## config.mk

```make
export PLATFORM = sky130hd
export DESIGN_NAME = number_literal_scanner
export DESIGN_NICKNAME = d
export VERILOG_FILES = /design/src/rtl/nls_pkg.sv /design/src/rtl/number_literal_scanner.sv /design/src/rtl/nls_step.sv
export VERILOG_INCLUDE_DIRS = /design/src /design/src/rtl
export SDC_FILE = /design/constraint.sdc
export NUM_CORES = 1
export LEC_CHECK = 0
export ABC_AREA = 1
export BUFFER_PORTS_ARGS = -buffer_cell sky130_fd_sc_hd__buf_2
export CAP_MARGIN = 25
export CORE_MARGIN = 2
export CORE_UTILIZATION = 30
export DETAILED_ROUTE_END_ITERATION = 10
export GPL_ROUTABILITY_DRIVEN = 0
export PLACE_DENSITY = 0.54
export SLEW_MARGIN = 20
export SYNTH_ARGS = -nofsm -noshare
export SYNTH_HDL_FRONTEND = slang
export SYNTH_SLANG_ARGS = --single-unit
```

## constraint.sdc

```tcl
create_clock -name clock -period 3.3 [get_ports clock]
set_clock_uncertainty 0.1 [all_clocks]
set_input_delay 0.66 -clock clock [delete_from_list [all_inputs] [get_ports clock]]
set_output_delay 0.66 -clock clock [all_outputs]
set_load 0.01 [all_outputs]
```

## src/rtl/number_literal_scanner_defines.svh

```systemverilog
// ----------------------------------------------------------------------------
// Number literal scanner assertion macros
// Shared concurrent assertion forms for the scanner RTL.
// ----------------------------------------------------------------------------
`ifndef NUMBER_LITERAL_SCANNER_DEFINES_SVH
`define NUMBER_LITERAL_SCANNER_DEFINES_SVH

`ifndef NO_ASSERTIONS

// Same-cycle implication, checked at every rising clock edge outside reset.
`define NLS_ASSERT_IMPLY(name, clk, rst, pre, post, msg) \
   name: assert property (@(posedge clk) disable iff (rst) (pre) |-> (post)) \
      else $error(msg);

// Next-cycle implication, checked at every rising clock edge outside reset.
`define NLS_ASSERT_NEXT(name, clk, rst, pre, post, msg) \
   name: assert property (@(posedge clk) disable iff (rst) (pre) |=> (post)) \
      else $error(msg);

`else

`define NLS_ASSERT_IMPLY(name, clk, rst, pre, post, msg)
`define NLS_ASSERT_NEXT(name, clk, rst, pre, post, msg)

`endif

`endif

```

## src/rtl/nls_pkg.sv

```systemverilog
// ----------------------------------------------------------------------------
// Number literal scanner package
// Word types, scan phases, character codes and byte class helpers.
// ----------------------------------------------------------------------------
`default_nettype none

package nls_pkg;

   // Longest literal length that the byte counter holds.
   localparam int MAX_LEN = 255;
   localparam int CNT_W   = $clog2(MAX_LEN + 1);

   // Character codes used by the scanner.
   localparam logic [7:0] CH_NUL   = 8'h00;
   localparam logic [7:0] CH_PLUS  = 8'h2B;
   localparam logic [7:0] CH_MINUS = 8'h2D;
   localparam logic [7:0] CH_DOT   = 8'h2E;
   localparam logic [7:0] CH_0     = 8'h30;
   localparam logic [7:0] CH_1     = 8'h31;
   localparam logic [7:0] CH_4     = 8'h34;
   localparam logic [7:0] CH_6     = 8'h36;
   localparam logic [7:0] CH_7     = 8'h37;
   localparam logic [7:0] CH_9     = 8'h39;
   localparam logic [7:0] CH_UA    = 8'h41;
   localparam logic [7:0] CH_UB    = 8'h42;
   localparam logic [7:0] CH_UD    = 8'h44;
   localparam logic [7:0] CH_UE    = 8'h45;
   localparam logic [7:0] CH_UF    = 8'h46;
   localparam logic [7:0] CH_UI    = 8'h49;
   localparam logic [7:0] CH_UL    = 8'h4C;
   localparam logic [7:0] CH_UM    = 8'h4D;
   localparam logic [7:0] CH_UP    = 8'h50;
   localparam logic [7:0] CH_UU    = 8'h55;
   localparam logic [7:0] CH_UX    = 8'h58;
   localparam logic [7:0] CH_UZ    = 8'h5A;
   localparam logic [7:0] CH_USCR  = 8'h5F;
   localparam logic [7:0] CH_LA    = 8'h61;
   localparam logic [7:0] CH_LZ    = 8'h7A;
   localparam logic [7:0] CASE_GAP = 8'h20;

   // Scan phases.
   typedef enum logic [3:0] {
      PH_IDLE    = 4'd0,
      PH_PRE_HEX = 4'd1,
      PH_PRE_BIN = 4'd2,
      PH_DEC     = 4'd3,
      PH_HEX     = 4'd4,
      PH_BIN     = 4'd5,
      PH_OCT     = 4'd6,
      PH_POINT   = 4'd7,
      PH_FRAC    = 4'd8,
      PH_EXPO    = 4'd9,
      PH_ESIGN   = 4'd10,
      PH_EDIG    = 4'd11,
      PH_SUFFIX  = 4'd12,
      PH_SIX     = 4'd13,
      PH_FOUR    = 4'd14,
      PH_JUNK    = 4'd15
   } phase_type;

   // Input word.
   typedef struct packed {
      logic [7:0] ch;
      logic [7:0] next_ch;
      logic       start_req;
   } req_type;

   // Result word.
   typedef struct packed {
      logic       recognized;
      logic [7:0] literal_length;
      logic       float_flag;
   } rsp_type;

   // Everything one scan step decides.
   typedef struct packed {
      logic             emit;
      rsp_type          rsp;
      phase_type        phase;
      logic [CNT_W-1:0] count;
      logic             float_seen;
      logic             hex_seen;
   } step_type;

   // ASCII upper-case fold.
   function automatic logic [7:0] to_upper(input logic [7:0] c);
      return (c >= CH_LA && c <= CH_LZ) ? c - CASE_GAP : c;
   endfunction

   function automatic logic is_dig(input logic [7:0] c);
      return c >= CH_0 && c <= CH_9;
   endfunction

   function automatic logic is_xdig(input logic [7:0] c);
      logic [7:0] u;
      u = to_upper(c);
      return is_dig(c) || (u >= CH_UA && u <= CH_UF);
   endfunction

   function automatic logic is_alnum(input logic [7:0] c);
      logic [7:0] u;
      u = to_upper(c);
      return is_dig(c) || (u >= CH_UA && u <= CH_UZ);
   endfunction

endpackage

`default_nettype wire

```

## src/rtl/number_literal_scanner.sv

```systemverilog
// ----------------------------------------------------------------------------
// Number literal scanner
// Measures C-family numeric literals in a byte stream, one byte per clock while rsp_ready allows.
// ----------------------------------------------------------------------------
// Usage:
// The req channel carries one text byte per word, its lookahead byte and a
// start flag marking the first byte of a token attempt. The rsp channel
// carries at most one result per input word: recognized, the literal length
// (saturated) and a float flag. A literal is reported on the word holding
// the first byte past it; a start byte that cannot open a literal is
// answered at once with recognized low when no scan is in progress.
// Each word is held in the input register and its result is then loaded
// into the result register, which drives rsp_valid and rsp_data.
// Throughput: one word per clock unless rsp_ready stalls the result register;
// each step is one pass through the phase decision between the two registers.
// Reset: synchronous and active high; clears both registers' valid flags
// and returns the scanner to idle with a zero count.
// Stall: while rsp_ready is low, the result register holds its word, the
// word in the input register waits, and req_ready falls once both are full.
// ----------------------------------------------------------------------------
`default_nettype none

`include "number_literal_scanner_defines.svh"

module number_literal_scanner (
   input  logic             clock,
   input  logic             reset,
   input  logic             req_valid,
   output logic             req_ready,
   input  nls_pkg::req_type req_data,
   output logic             rsp_valid,
   input  logic             rsp_ready,
   output nls_pkg::rsp_type rsp_data
);

   logic                          in_vld_ff, in_vld_in;
   nls_pkg::req_type              in_word_ff;
   logic                          out_vld_ff, out_vld_in;
   nls_pkg::rsp_type              out_word_ff;
   nls_pkg::phase_type            phase_ff, phase_in;
   logic [nls_pkg::CNT_W-1:0]     count_ff, count_in;
   logic                          float_ff, float_in;
   logic                          hex_ff, hex_in;
   nls_pkg::step_type             step;
   logic                          advance;

   // Phase decision for the word in the input register.
   nls_step u_step (
      .phase      (phase_ff),
      .count      (count_ff),
      .float_seen (float_ff),
      .hex_seen   (hex_ff),
      .word       (in_word_ff),
      .step       (step)
   );

   // The held word moves on when the result register is free or draining.
   assign advance   = in_vld_ff && (!out_vld_ff || rsp_ready);
   assign req_ready = !in_vld_ff || advance;
   assign rsp_valid = out_vld_ff;
   assign rsp_data  = out_word_ff;

   // Next values of the control and scan state.
   always_comb begin
      in_vld_in  = req_ready ? req_valid : in_vld_ff;
      out_vld_in = out_vld_ff && !rsp_ready;
      phase_in   = phase_ff;
      count_in   = count_ff;
      float_in   = float_ff;
      hex_in     = hex_ff;
      if (advance) begin
         out_vld_in = step.emit || (out_vld_ff && !rsp_ready);
         phase_in   = step.phase;
         count_in   = step.count;
         float_in   = step.float_seen;
         hex_in     = step.hex_seen;
      end
   end

   // Control and scan state registers.
   always_ff @(posedge clock) begin
      if (reset) begin
         in_vld_ff  <= 1'b0;
         out_vld_ff <= 1'b0;
         phase_ff   <= nls_pkg::PH_IDLE;
         count_ff   <= '0;
         float_ff   <= 1'b0;
         hex_ff     <= 1'b0;
      end else begin
         in_vld_ff  <= in_vld_in;
         out_vld_ff <= out_vld_in;
         phase_ff   <= phase_in;
         count_ff   <= count_in;
         float_ff   <= float_in;
         hex_ff     <= hex_in;
      end
   end

   // Payload registers.
   always_ff @(posedge clock) begin
      if (req_valid && req_ready) begin
         in_word_ff <= req_data;
      end
      if (advance && step.emit) begin
         out_word_ff <= step.rsp;
      end
   end

   // A rejected attempt carries no length and no float flag.
   `NLS_ASSERT_IMPLY(a_reject_empty, clock, reset,
      rsp_valid && !rsp_data.recognized,
      rsp_data.literal_length == 8'd0 && !rsp_data.float_flag,
      "rejected result has nonzero fields")

   // Idle scanner holds no count and no flags.
   `NLS_ASSERT_IMPLY(a_idle_clear, clock, reset, phase_ff == nls_pkg::PH_IDLE,
      count_ff == '0 && !float_ff && !hex_ff, "idle scanner state not cleared")

   // Any active scan has counted at least its start byte.
   `NLS_ASSERT_IMPLY(a_scan_count, clock, reset, phase_ff != nls_pkg::PH_IDLE,
      count_ff != '0, "active scan with zero count")

   // A hex prefix never leads into a decimal, octal or binary body.
   `NLS_ASSERT_IMPLY(a_hex_body, clock, reset, hex_ff,
      phase_ff != nls_pkg::PH_DEC && phase_ff != nls_pkg::PH_OCT &&
      phase_ff != nls_pkg::PH_BIN && phase_ff != nls_pkg::PH_PRE_BIN,
      "hex flag set in a non-hex body")

   // A stalled result is never replaced by a new one.
   `NLS_ASSERT_NEXT(a_hold_result, clock, reset, out_vld_ff && !rsp_ready,
      out_vld_ff && $stable(out_word_ff), "stalled result overwritten")

endmodule

`default_nettype wire

```

## src/rtl/nls_step.sv

```systemverilog
// ----------------------------------------------------------------------------
// Number literal scanner step logic
// Decides, for one byte, whether it extends the literal and what comes next.
// ----------------------------------------------------------------------------
`default_nettype none

module nls_step (
   input  nls_pkg::phase_type               phase,
   input  logic [nls_pkg::CNT_W-1:0]        count,
   input  logic                             float_seen,
   input  logic                             hex_seen,
   input  nls_pkg::req_type                 word,
   output nls_pkg::step_type                step
);

   logic [7:0] ch;
   logic [7:0] nx;
   logic [7:0] u;
   logic       is_us;
   logic       in_body;
   logic       body_acc;
   logic       at_point, acc_point;
   logic       acc_frac;
   logic       at_expo, acc_expo;
   logic       acc_esign;
   logic       at_edig, acc_edig;
   logic       at_suffix, acc_suffix, float_suffix;
   logic       at_six, acc_six;
   logic       at_junk, acc_junk;
   logic       taken;
   logic       start_ok;
   logic [7:0] clip_len;

   assign ch    = word.ch;
   assign nx    = word.next_ch;
   assign u     = nls_pkg::to_upper(ch);
   assign is_us = (ch == nls_pkg::CH_USCR);

   // Digit run acceptance for the four literal bodies.
   always_comb begin
      unique case (phase)
         nls_pkg::PH_DEC: body_acc = nls_pkg::is_dig(ch) || is_us;
         nls_pkg::PH_HEX: body_acc = nls_pkg::is_xdig(ch) || is_us;
         nls_pkg::PH_BIN: body_acc = ch == nls_pkg::CH_0 || ch == nls_pkg::CH_1 || is_us;
         nls_pkg::PH_OCT: body_acc = (ch >= nls_pkg::CH_0 && ch <= nls_pkg::CH_7) || is_us;
         default:         body_acc = 1'b0;
      endcase
   end

   assign in_body = phase == nls_pkg::PH_DEC || phase == nls_pkg::PH_HEX ||
                    phase == nls_pkg::PH_BIN || phase == nls_pkg::PH_OCT;

   // Phases that pass a byte on fall through to the next one within the step.
   assign at_point  = phase == nls_pkg::PH_POINT || (in_body && !body_acc);
   assign acc_point = at_point && ch == nls_pkg::CH_DOT && nx != nls_pkg::CH_DOT;

   assign acc_frac  = phase == nls_pkg::PH_FRAC &&
                      ((hex_seen ? nls_pkg::is_xdig(ch) : nls_pkg::is_dig(ch)) || is_us);

   assign at_expo   = (at_point && !acc_point) || (phase == nls_pkg::PH_FRAC && !acc_frac) ||
                      phase == nls_pkg::PH_EXPO;
   assign acc_expo  = at_expo && (u == nls_pkg::CH_UE || u == nls_pkg::CH_UP);

   assign acc_esign = phase == nls_pkg::PH_ESIGN &&
                      (ch == nls_pkg::CH_PLUS || ch == nls_pkg::CH_MINUS);
   assign at_edig   = (phase == nls_pkg::PH_ESIGN && !acc_esign) || phase == nls_pkg::PH_EDIG;
   assign acc_edig  = at_edig && (nls_pkg::is_dig(ch) || is_us);

   assign at_suffix    = (at_expo && !acc_expo) || (at_edig && !acc_edig) ||
                         phase == nls_pkg::PH_SUFFIX;
   assign float_suffix = u == nls_pkg::CH_UI || u == nls_pkg::CH_UF ||
                         u == nls_pkg::CH_UD || u == nls_pkg::CH_UM;
   assign acc_suffix   = at_suffix &&
                         (float_suffix || u == nls_pkg::CH_UL || u == nls_pkg::CH_UU);

   assign at_six   = (at_suffix && !acc_suffix) || phase == nls_pkg::PH_SIX;
   assign acc_six  = at_six && ch == nls_pkg::CH_6 && nx == nls_pkg::CH_4;

   assign at_junk  = (at_six && !acc_six) || phase == nls_pkg::PH_JUNK;
   assign acc_junk = at_junk && nls_pkg::is_alnum(ch);

   assign taken = phase == nls_pkg::PH_PRE_HEX || phase == nls_pkg::PH_PRE_BIN ||
                  phase == nls_pkg::PH_FOUR || body_acc || acc_point || acc_frac ||
                  acc_expo || acc_esign || acc_edig || acc_suffix || acc_six || acc_junk;

   // A literal may open with a digit, or with a dot that a digit follows.
   assign start_ok = nls_pkg::is_dig(ch) || (ch == nls_pkg::CH_DOT && nls_pkg::is_dig(nx));

   // Reported length is the counter clipped to the field width.
   assign clip_len = (32'(count) > 32'd255) ? 8'hFF : 8'(count);

   // Step decision and next state.
   always_comb begin
      step                    = '0;
      step.phase              = phase;
      step.count              = count;
      step.float_seen         = float_seen;
      step.hex_seen           = hex_seen;
      step.rsp.recognized     = 1'b1;
      step.rsp.literal_length = clip_len;
      step.rsp.float_flag     = float_seen;

      if (word.start_req) begin
         // A start closes any scan in progress and opens a new attempt.
         step.emit       = phase != nls_pkg::PH_IDLE;
         step.phase      = nls_pkg::PH_IDLE;
         step.count      = '0;
         step.float_seen = 1'b0;
         step.hex_seen   = 1'b0;
         if (!start_ok) begin
            if (phase == nls_pkg::PH_IDLE) begin
               step.emit = 1'b1;
               step.rsp  = '0;
            end
         end else begin
            step.count      = nls_pkg::CNT_W'(1);
            step.float_seen = ch == nls_pkg::CH_DOT;
            if (ch == nls_pkg::CH_0) begin
               if (nls_pkg::to_upper(nx) == nls_pkg::CH_UX) begin
                  step.hex_seen = 1'b1;
                  step.phase    = nls_pkg::PH_PRE_HEX;
               end else if (nls_pkg::to_upper(nx) == nls_pkg::CH_UB) begin
                  step.phase = nls_pkg::PH_PRE_BIN;
               end else if (nx >= nls_pkg::CH_0 && nx <= nls_pkg::CH_7) begin
                  step.phase = nls_pkg::PH_OCT;
               end else begin
                  step.phase = nls_pkg::PH_POINT;
               end
            end else begin
               step.phase = nls_pkg::PH_DEC;
            end
         end
      end else if (phase != nls_pkg::PH_IDLE) begin
         if (taken) begin
            // Byte extends the literal: count it and move on.
            if (32'(count) < nls_pkg::MAX_LEN) begin
               step.count = count + nls_pkg::CNT_W'(1);
            end
            step.float_seen = float_seen || acc_point || acc_expo ||
                              (acc_suffix && float_suffix);
            if (phase == nls_pkg::PH_PRE_HEX) begin
               step.phase = nls_pkg::PH_HEX;
            end else if (phase == nls_pkg::PH_PRE_BIN) begin
               step.phase = nls_pkg::PH_BIN;
            end else if (body_acc) begin
               step.phase = phase;
            end else if (acc_point || acc_frac) begin
               step.phase = nls_pkg::PH_FRAC;
            end else if (acc_expo) begin
               step.phase = nls_pkg::PH_ESIGN;
            end else if (acc_esign || acc_edig) begin
               step.phase = nls_pkg::PH_EDIG;
            end else if (acc_suffix) begin
               step.phase = nls_pkg::PH_SUFFIX;
            end else if (acc_six) begin
               step.phase = nls_pkg::PH_FOUR;
            end else begin
               step.phase = nls_pkg::PH_JUNK;
            end
         end else begin
            // First byte outside the literal: report and go idle.
            step.emit       = 1'b1;
            step.phase      = nls_pkg::PH_IDLE;
            step.count      = '0;
            step.float_seen = 1'b0;
            step.hex_seen   = 1'b0;
         end
      end
   end

endmodule

`default_nettype wire
```

### Yosys cells after proc, flatten, opt, wreduce, memory -nomap -nowiden

Cells that the tools add are included.

| storage, ports and cells | value |
|---|---|
| logic and storage cells | 195 |
| input port bits | 21 |
| output and inout port bits | 12 |
| flip-flop bits (word level) | 43 |

| operators by class | value |
|---|---|
| eq/ne operators | 37 |
| add/sub/neg operators | 3 |
| reductions and logical operators | 97 |
| multiplexer cells | 31 |
| bitwise operators | 1 |
| order comparisons | 14 |

Operator list:

| cell | number |
|---|---|
| == test 8 x 7 -> 1 bit (second input constant) | 11 |
| == test 8 x 6 -> 1 bit (second input constant) | 7 |
| logical OR 1 bit | 46 |
| 2-to-1 mux 14 bit | 3 |
| 2-to-1 mux 4 bit | 10 |
| == test 4 bit (second input constant) | 8 |
| <= comparator 8 x 6 -> 1 bit (second input constant) | 4 |
| <= comparator 8 x 7 -> 1 bit (second input constant) | 4 |
| logical AND 1 bit | 32 |
| greater-or-equal comparator 8 x 7 -> 1 bit (second input constant) | 3 |
| 2-to-1 mux 8 bit | 3 |
| 2-to-1 mux 11 bit | 2 |
| == test 4 x 3 -> 1 bit (second input constant) | 4 |
| greater-or-equal comparator 8 x 6 -> 1 bit (second input constant) | 2 |
| subtractor 8 x 6 -> 8 bit (second input constant) | 2 |
| 2-to-1 mux 13 bit | 1 |
| logical NOT 1 bit | 11 |
| 2-to-1 mux 1 bit | 10 |
| 2-to-1 mux 9 bit | 1 |
| AND reduction 3 bit | 3 |
| adder 8 x 1 -> 8 bit (second input constant) | 1 |
| == test 4 x 2 -> 1 bit (second input constant) | 2 |
| less-than comparator 8 bit (second input constant) | 1 |
| != test 8 x 6 -> 1 bit (second input constant) | 1 |
| 11 further kinds | 11 |

### Longest topological paths before layout

| logic depth | value |
|---|---|
| depth after elaboration | 39 |
| mapped depth | 35 |
| gate-level depth less buffers | 34 |

### Modules after synthesis

A second synthesis with hierarchy kept.

| unflattened totals | value |
|---|---|
| cell total of the unflattened synthesis | 477 |
| area, all modules | 3377.0 µm² |

Modules (own cells, without submodules):

| module | sequential area each (µm²) | cells an instance | area each (µm²) | times used |
|---|---|---|---|---|
| number_literal_scanner | 1131.1 | 135 | 1740.4 | 1 |
| nls_step | 0.0 | 342 | 1636.6 | 1 |

### Least setup slack after synthesis

OpenSTA, ideal clock, no wires.

| timing | value |
|---|---|
| kind | flip-flop to flip-flop |
| start | reg in_word_ff[14] in the netlist's numbering |
| end | reg out_word_ff (netlist bit rsp_data[0]), enable pin |
| setup time | 0.334 ns |
| slack | 0.059 ns |
| required time | 2.866 ns |
| path buffers | 0 |
| stages on the path, launching flop included | 31 |
| data arrival time | 2.807 ns |
| period minus slack after synthesis | 3.241 ns |
| cell sequence | edfxtp_1 -> ha_1 -> nand2_1 -> nor2_1 -> nand2_1 -> nand3_2 -> nand3_1 -> nand2_2 -> nor2_4 -> nand3_1 -> nand2_1 -> nand2_1 -> nand2_1 -> nand2_1 -> nand2_1 -> nand2_1 -> nand3_1 -> nand2_1 -> nand2_1 -> nand2_1 -> nand2_1 -> nand2_2 -> nand2_1 -> nand2_2 -> nand2_2 -> nand2_2 -> nor2_4 -> nand2_4 -> nand2_4 -> nand3_1 -> inv_1 |

| on the way | value |
|---|---|
| word-level cells in the longest chain between the ends | 37 |
| elaborated cells on any way between the ends | 97 |
| classes of those cells | 1 x add/sub; 8 x order compare; 15 x eq/ne; 7 x mux; 66 x reduce/logical |

Ends and longest elaborated chain:

| what | line | source |
|---|---|---|
| start, declared | number_literal_scanner.sv:37 | `nls_pkg::req_type in_word_ff;` |
| start signal, assigned | number_literal_scanner.sv:102 | `in_word_ff <= req_data;` |
| greater-or-equal comparator 8 x 7 -> 1 bit / <= comparator 8 x 7 -> 1 bit (equally long branches) | nls_pkg.sv:87 | `return (c >= CH_LA && c <= CH_LZ) ? c - CASE_GAP : c;` |
| logical AND 1 bit | nls_pkg.sv:87 |  |
| 2-to-1 mux 8 bit | nls_pkg.sv:87 |  |
| greater-or-equal comparator 8 x 7 -> 1 bit / <= comparator 8 x 7 -> 1 bit (equally long branches) | nls_pkg.sv:97, nls_pkg.sv:103 |  |
| logical AND 1 bit | nls_pkg.sv:97 | `return is_dig(c) \|\| (u >= CH_UA && u <= CH_UF);` |
| logical OR 1 bit | nls_pkg.sv:97 |  |
| logical OR 1 bit | nls_step.sv:43 | `nls_pkg::PH_HEX: body_acc = nls_pkg::is_xdig(ch) \|\| is_us;` |
| one-hot mux 1 bit (4 select lines) | nls_step.sv:41 | `unique case (phase)` |
| [... 21 more ...] | n/a |  |
| logical AND 1 bit | nls_step.sv:79 | `assign at_junk = (at_six && !acc_six) \|\| phase == nls_pkg::PH_JUNK;` |
| logical OR 1 bit | nls_step.sv:79 |  |
| logical AND 1 bit | nls_step.sv:80 | `assign acc_junk = at_junk && nls_pkg::is_alnum(ch);` |
| logical OR 1 bit | nls_step.sv:84 | `acc_expo \|\| acc_esign \|\| acc_edig \|\| acc_suffix \|\| acc_six \|\| acc_junk;` |
| 2-to-1 mux 1 bit | nls_step.sv:134 | `if (taken) begin` |
| 2-to-1 mux 1 bit | nls_step.sv:133 | `end else if (phase != nls_pkg::PH_IDLE) begin` |
| 2-to-1 mux 1 bit (*) | nls_step.sv:103 | `if (word.start_req) begin` |
| logical AND 1 bit (*) | number_literal_scanner.sv:104 | `if (advance && step.emit) begin` |
| end signal, assigned | number_literal_scanner.sv:105 | `out_word_ff <= step.rsp;` |
| end, declared | number_literal_scanner.sv:39 | `nls_pkg::rsp_type out_word_ff;` |

Every way passes the cells marked *; elsewhere a longest branch is shown, timed or not.
A chain may end at the register's enable or synchronous reset.

### Worst setup path after layout

| timing | value |
|---|---|
| start | reg in_word_ff[14] in the netlist's numbering |
| end | reg count_ff[2] in the netlist's numbering |

| on the way | value |
|---|---|
| word-level cells in the longest chain between the ends | 36 |
| elaborated cells on any way between the ends | 95 |
| classes of those cells | 1 x add/sub; 8 x order compare; 16 x eq/ne; 6 x mux; 64 x reduce/logical |

Ends and longest elaborated chain:

| what | line | source |
|---|---|---|
| greater-or-equal comparator 8 x 7 -> 1 bit / <= comparator 8 x 7 -> 1 bit (equally long branches) | nls_pkg.sv:87 |  |
| logical AND 1 bit | nls_pkg.sv:87 |  |
| 2-to-1 mux 8 bit | nls_pkg.sv:87 |  |
| greater-or-equal comparator 8 x 7 -> 1 bit / <= comparator 8 x 7 -> 1 bit (equally long branches) | nls_pkg.sv:97, nls_pkg.sv:103 |  |
| logical AND 1 bit | nls_pkg.sv:97 |  |
| logical OR 1 bit | nls_pkg.sv:97 |  |
| logical OR 1 bit | nls_step.sv:43 |  |
| one-hot mux 1 bit (4 select lines) | nls_step.sv:41 |  |
| [... 20 more ...] | n/a |  |
| logical NOT 1 bit | nls_step.sv:79 |  |
| logical AND 1 bit | nls_step.sv:79 |  |
| logical OR 1 bit | nls_step.sv:79 |  |
| logical AND 1 bit | nls_step.sv:80 |  |
| logical OR 1 bit (*) | nls_step.sv:84 |  |
| 2-to-1 mux 13 bit | nls_step.sv:134 |  |
| 2-to-1 mux 14 bit | nls_step.sv:133 |  |
| 2-to-1 mux 14 bit | nls_step.sv:103 |  |
| end signal, assigned | number_literal_scanner.sv:93 | `count_ff <= count_in;` |
| end, declared | number_literal_scanner.sv:41 | `logic [nls_pkg::CNT_W-1:0] count_ff, count_in;` |

Every way passes the cells marked *; elsewhere a longest branch is shown, timed or not. The select of a mux whose other input is x is not followed.

==> flow_summary.yaml <==
status:
  status: "finished, violations left"
  failed_checks: "setup timing"
die:
  num_io_pins: 33
  die_w_um: 101
  start_util_pct: 30.8
  coreArea_um2: 9200
  die_h_um: 101
  dieArea_um2: 10200
  row_count: 35
setup_path:
  critPathMaxStageDelay_ns: 0.44
  r2r-start: "in_word_ff[14]$_DFFE_PP_"
  crit_slowest_cell: "edfxtp_1"
  cp_data_arrival_time_ns: 3.50
  r2r_end: "count_ff[2]$_SDFFE_PP0P_"
  endpoint: "count_ff[2]$_SDFFE_PP0P_"
  crit_required_ns: 3.43
  cp-end-kind: "register"
  start_kind: "register"
  cp_max_fo: 8
  cpMostUsedCell: "nand2_2"
  r2r.worst_path.cells: 29
  startpoint: "in_word_ff[14]$_DFFE_PP_"
  worst-r2r-setup-slack_ns: -0.07
  critical_path_class: "register to register"
yosys:
  synth.cell_area_um2: 2840
  synth_top_area_share_pct: 28.6
  synth_xor_area_share_pct: 1.54
  ys_ff_latch: 43
  synthAdderAreaFrac_pct: 2.65
  synthArstFlopShare_pct: 0
  yosysSeqAreaShare_pct: 39.9
  synth.most_common_cell: "nand2_1"
  synth_nets: 416
  avgSynthCellArea_um2: 7.29
  yosys_warnings: 0
  synthTopCellsByArea: "edfxtp_1 29%, dfxtp_1 11%, nand2_1 11%"
  netlist_instances: 389
  synth-edff-count: 27
  synth_compound_area_share_pct: 9.84
  synth_common_cells: "83 x nand2_1, 62 x inv_1, 62 x nor2_1, 27 x edfxtp_1, 27 x nand3_1"
  yosys.area_share.simple_pct: 36.8
  synth_area_leader_cell: "edfxtp_1"
  synth_cell_types: 39
  synth-main-ff-cell: "edfxtp_1"
  synthMuxAreaShare_pct: 0
  synth_top_family_by_area: "simple AND/OR/NAND/NOR gates"
layout:
  syn_to_final_growth_pct: 32.2
  final_cells: 577
  layout-drive-gt1-share_pct: 31.1
  fillers: 935
  nets: 492
  antenna_cells: 0
clock_tree:
  postCtsHoldBufs: 0
  clkLatencyLatePin_ns: 0.29
  htree_levels: 2
  clockBufferDepth: 2
  clk_pin_slew_worst_paths_ns: 0.08
  cts_sinks: 43
  cts-root-buf: "clkbuf_8"
  tritoncts: "done"
  cts_buffers: 5
sta:
  final.period_utilization_pct: 102
  slew_viol_final: 0
  final_hold_viol_count: 0
  rsz0062_at_grt: "true"
  relSlewSlack_pct: 58.7
  fin_ws_ns: -0.0696
  post-route-min-period_ns: 3.37
  max_slew.worst_pin.slew_ns: 0.618
  setup_viol: 13
  clock.fmax_mhz: 297
route:
  drtAntennaViolNets: 0
  wirelength_um: 7060
  drt_pass1_iterations: 4
  wl_per_cell_um: 12.2
  drt_iter0_drc: 115
  vias: 2716
  drc: 0
  viasPerCell: 4.71
power_and_ir_drop:
  p_clk_share_pct: 32.9
  combinationalPowerShare_pct: 23.6
  p_switching_mw: 0.407
  netSwitchingFraction_pct: 28.0
  internal_power_mw: 1.05
  ir_drop_mv: 0.241
  p_seq_share_pct: 43.5
  power.density_nw_per_um2: 388
  p_leak_nw: 1.70
placed_design:
  dpl_worst_slack_ns: -0.0516
  dp_hpwl_um: 5470
  numPortBuffers: 32
  dp_cells: 561
global_routing:
  grt_usage_pct: 13.8
  grt_max_degree: 18
  antenna_found_initial: 0
  grt_pass1_wl_um: 11400
  grt_pass1_vias: 2566
  overflow: 0
job:
  cap_violations: 0
min_path:
  hold_path.class: "register to register"
## timing repair
action | 4_1_cts | 5_1_grt
gates resized for setup | 17 | 43
pin swaps | 6 | 23
setup buffers | 1 | 9
endpoints found under the setup margin | 13 | 25
## layout make-up
cell class | count | area, um2 | area share (%)
multi-input combinational | 278 | 1620 | 43.2
clock inverter | 2 | 60.1 | 1.60
timing repair buffer | 72 | 483 | 12.9
clock buffer | 6 | 72.6 | 1.94
tap | 111 | 139 | 3.70
inverter | 65 | 244 | 6.51
sequential | 43 | 1130 | 30.2
## cell families after synthesis
logic type,count (synthesis)
compound gates,44
xor+xnor,5
fa+ha+maj,6
buf+inv,68
flops,43
simple gates,223
## per-stage QoR
| step | TNS [ns] | total power, mW | utilization (%) | hold slack, ns | cell area (um2) |
|---|---|---|---|---|---|
| 2_1_floorplan | 0 | 0.828 | - | 0.352 | 2840 |
| 3_3_place_gp | -0.358 | 0.929 | 36.5 | 0.376 | 3360 |
| 3_5_place_dp | -0.410 | 0.933 | 36.5 | 0.379 | 3360 |
| 4_1_cts | -0.00506 | 1.43 | 38.5 | 0.391 | 3540 |
| 5_1_grt | -6.66 | 1.53 | 40.8 | 0.410 | 3750 |
| 6_report | -0.397 | 1.46 | 40.8 | 0.387 | 3750 |
## placed cells by master, fill, tap and decap left out, types with 2 or more instances in the layout
cell type  count
a21oi_1       11
a21oi_2        3
a31oi_1        4
buf_2         32
buf_4         35
buf_6          4
bufinv_16      2
clkbuf_8       5
clkinv_1       2
dfxtp_1       16
edfxtp_1      27
ha_1           5
inv_1         57
inv_2          6
nand2_1       64
nand2_2       26
nand2_4        9
nand3_1       20
nand3_2        5
nand3_4        5
nand4_1       14
nor2_1        58
nor2_2         4
nor2_4         4
nor3_1         8
nor4_1         2
o2111ai_1      3
o21ai_0        7
o21ai_1        2
o22ai_1        2
o31ai_1        3
xor2_1         5
## state kept, by name, indices dropped and copies added (netlist names)
signal / count
count_ff: 8
float_ff: 1
hex_ff: 1
in_vld_ff: 1
in_word_ff: 17
phase_ff: 4
rsp_data: 10
rsp_valid: 1
## power groups by stage
stage / sequential (mW) / clock (mW) / combinational [mW]
global placement: 0.645 / 0 / 0.284
global route: 0.638 / 0.511 / 0.381
floorplan: 0.644 / 0 / 0.183
detailed placement: 0.645 / 0 / 0.287
finish: 0.633 / 0.479 / 0.343
CTS: 0.633 / 0.494 / 0.300
## critical path: cells and delay by family (launching register included)
family                   cells  cell delay (ns)
flip-flops                   1             0.44
adder cells (fa/ha/maj)      1             0.19
AND/OR/NAND/NOR             19             1.46
AO/OA/AOI/OAI                4             0.49
buffers and inverters        5             0.62
## worst min path at each step
stage                                     to                      from  cells after the start
global placement    count_ff[7]$_SDFFE_PP0P_  count_ff[7]$_SDFFE_PP0P_                      2
global route        count_ff[7]$_SDFFE_PP0P_  count_ff[7]$_SDFFE_PP0P_                      2
finish              count_ff[7]$_SDFFE_PP0P_  count_ff[7]$_SDFFE_PP0P_                      2
CTS                 count_ff[7]$_SDFFE_PP0P_  count_ff[7]$_SDFFE_PP0P_                      2
detailed placement  count_ff[7]$_SDFFE_PP0P_  count_ff[7]$_SDFFE_PP0P_                      2
floorplan                hex_ff$_SDFFE_PP0P_       hex_ff$_SDFFE_PP0P_                      2
## routing by layer
layer	track usage [%]	share of wire [%]
met4	4.78	1.4
met1	19.0	49
met5	0	0
met2	22.7	48
met3	1.24	2.5
Note: power is estimated with default switching activity, not from simulation.
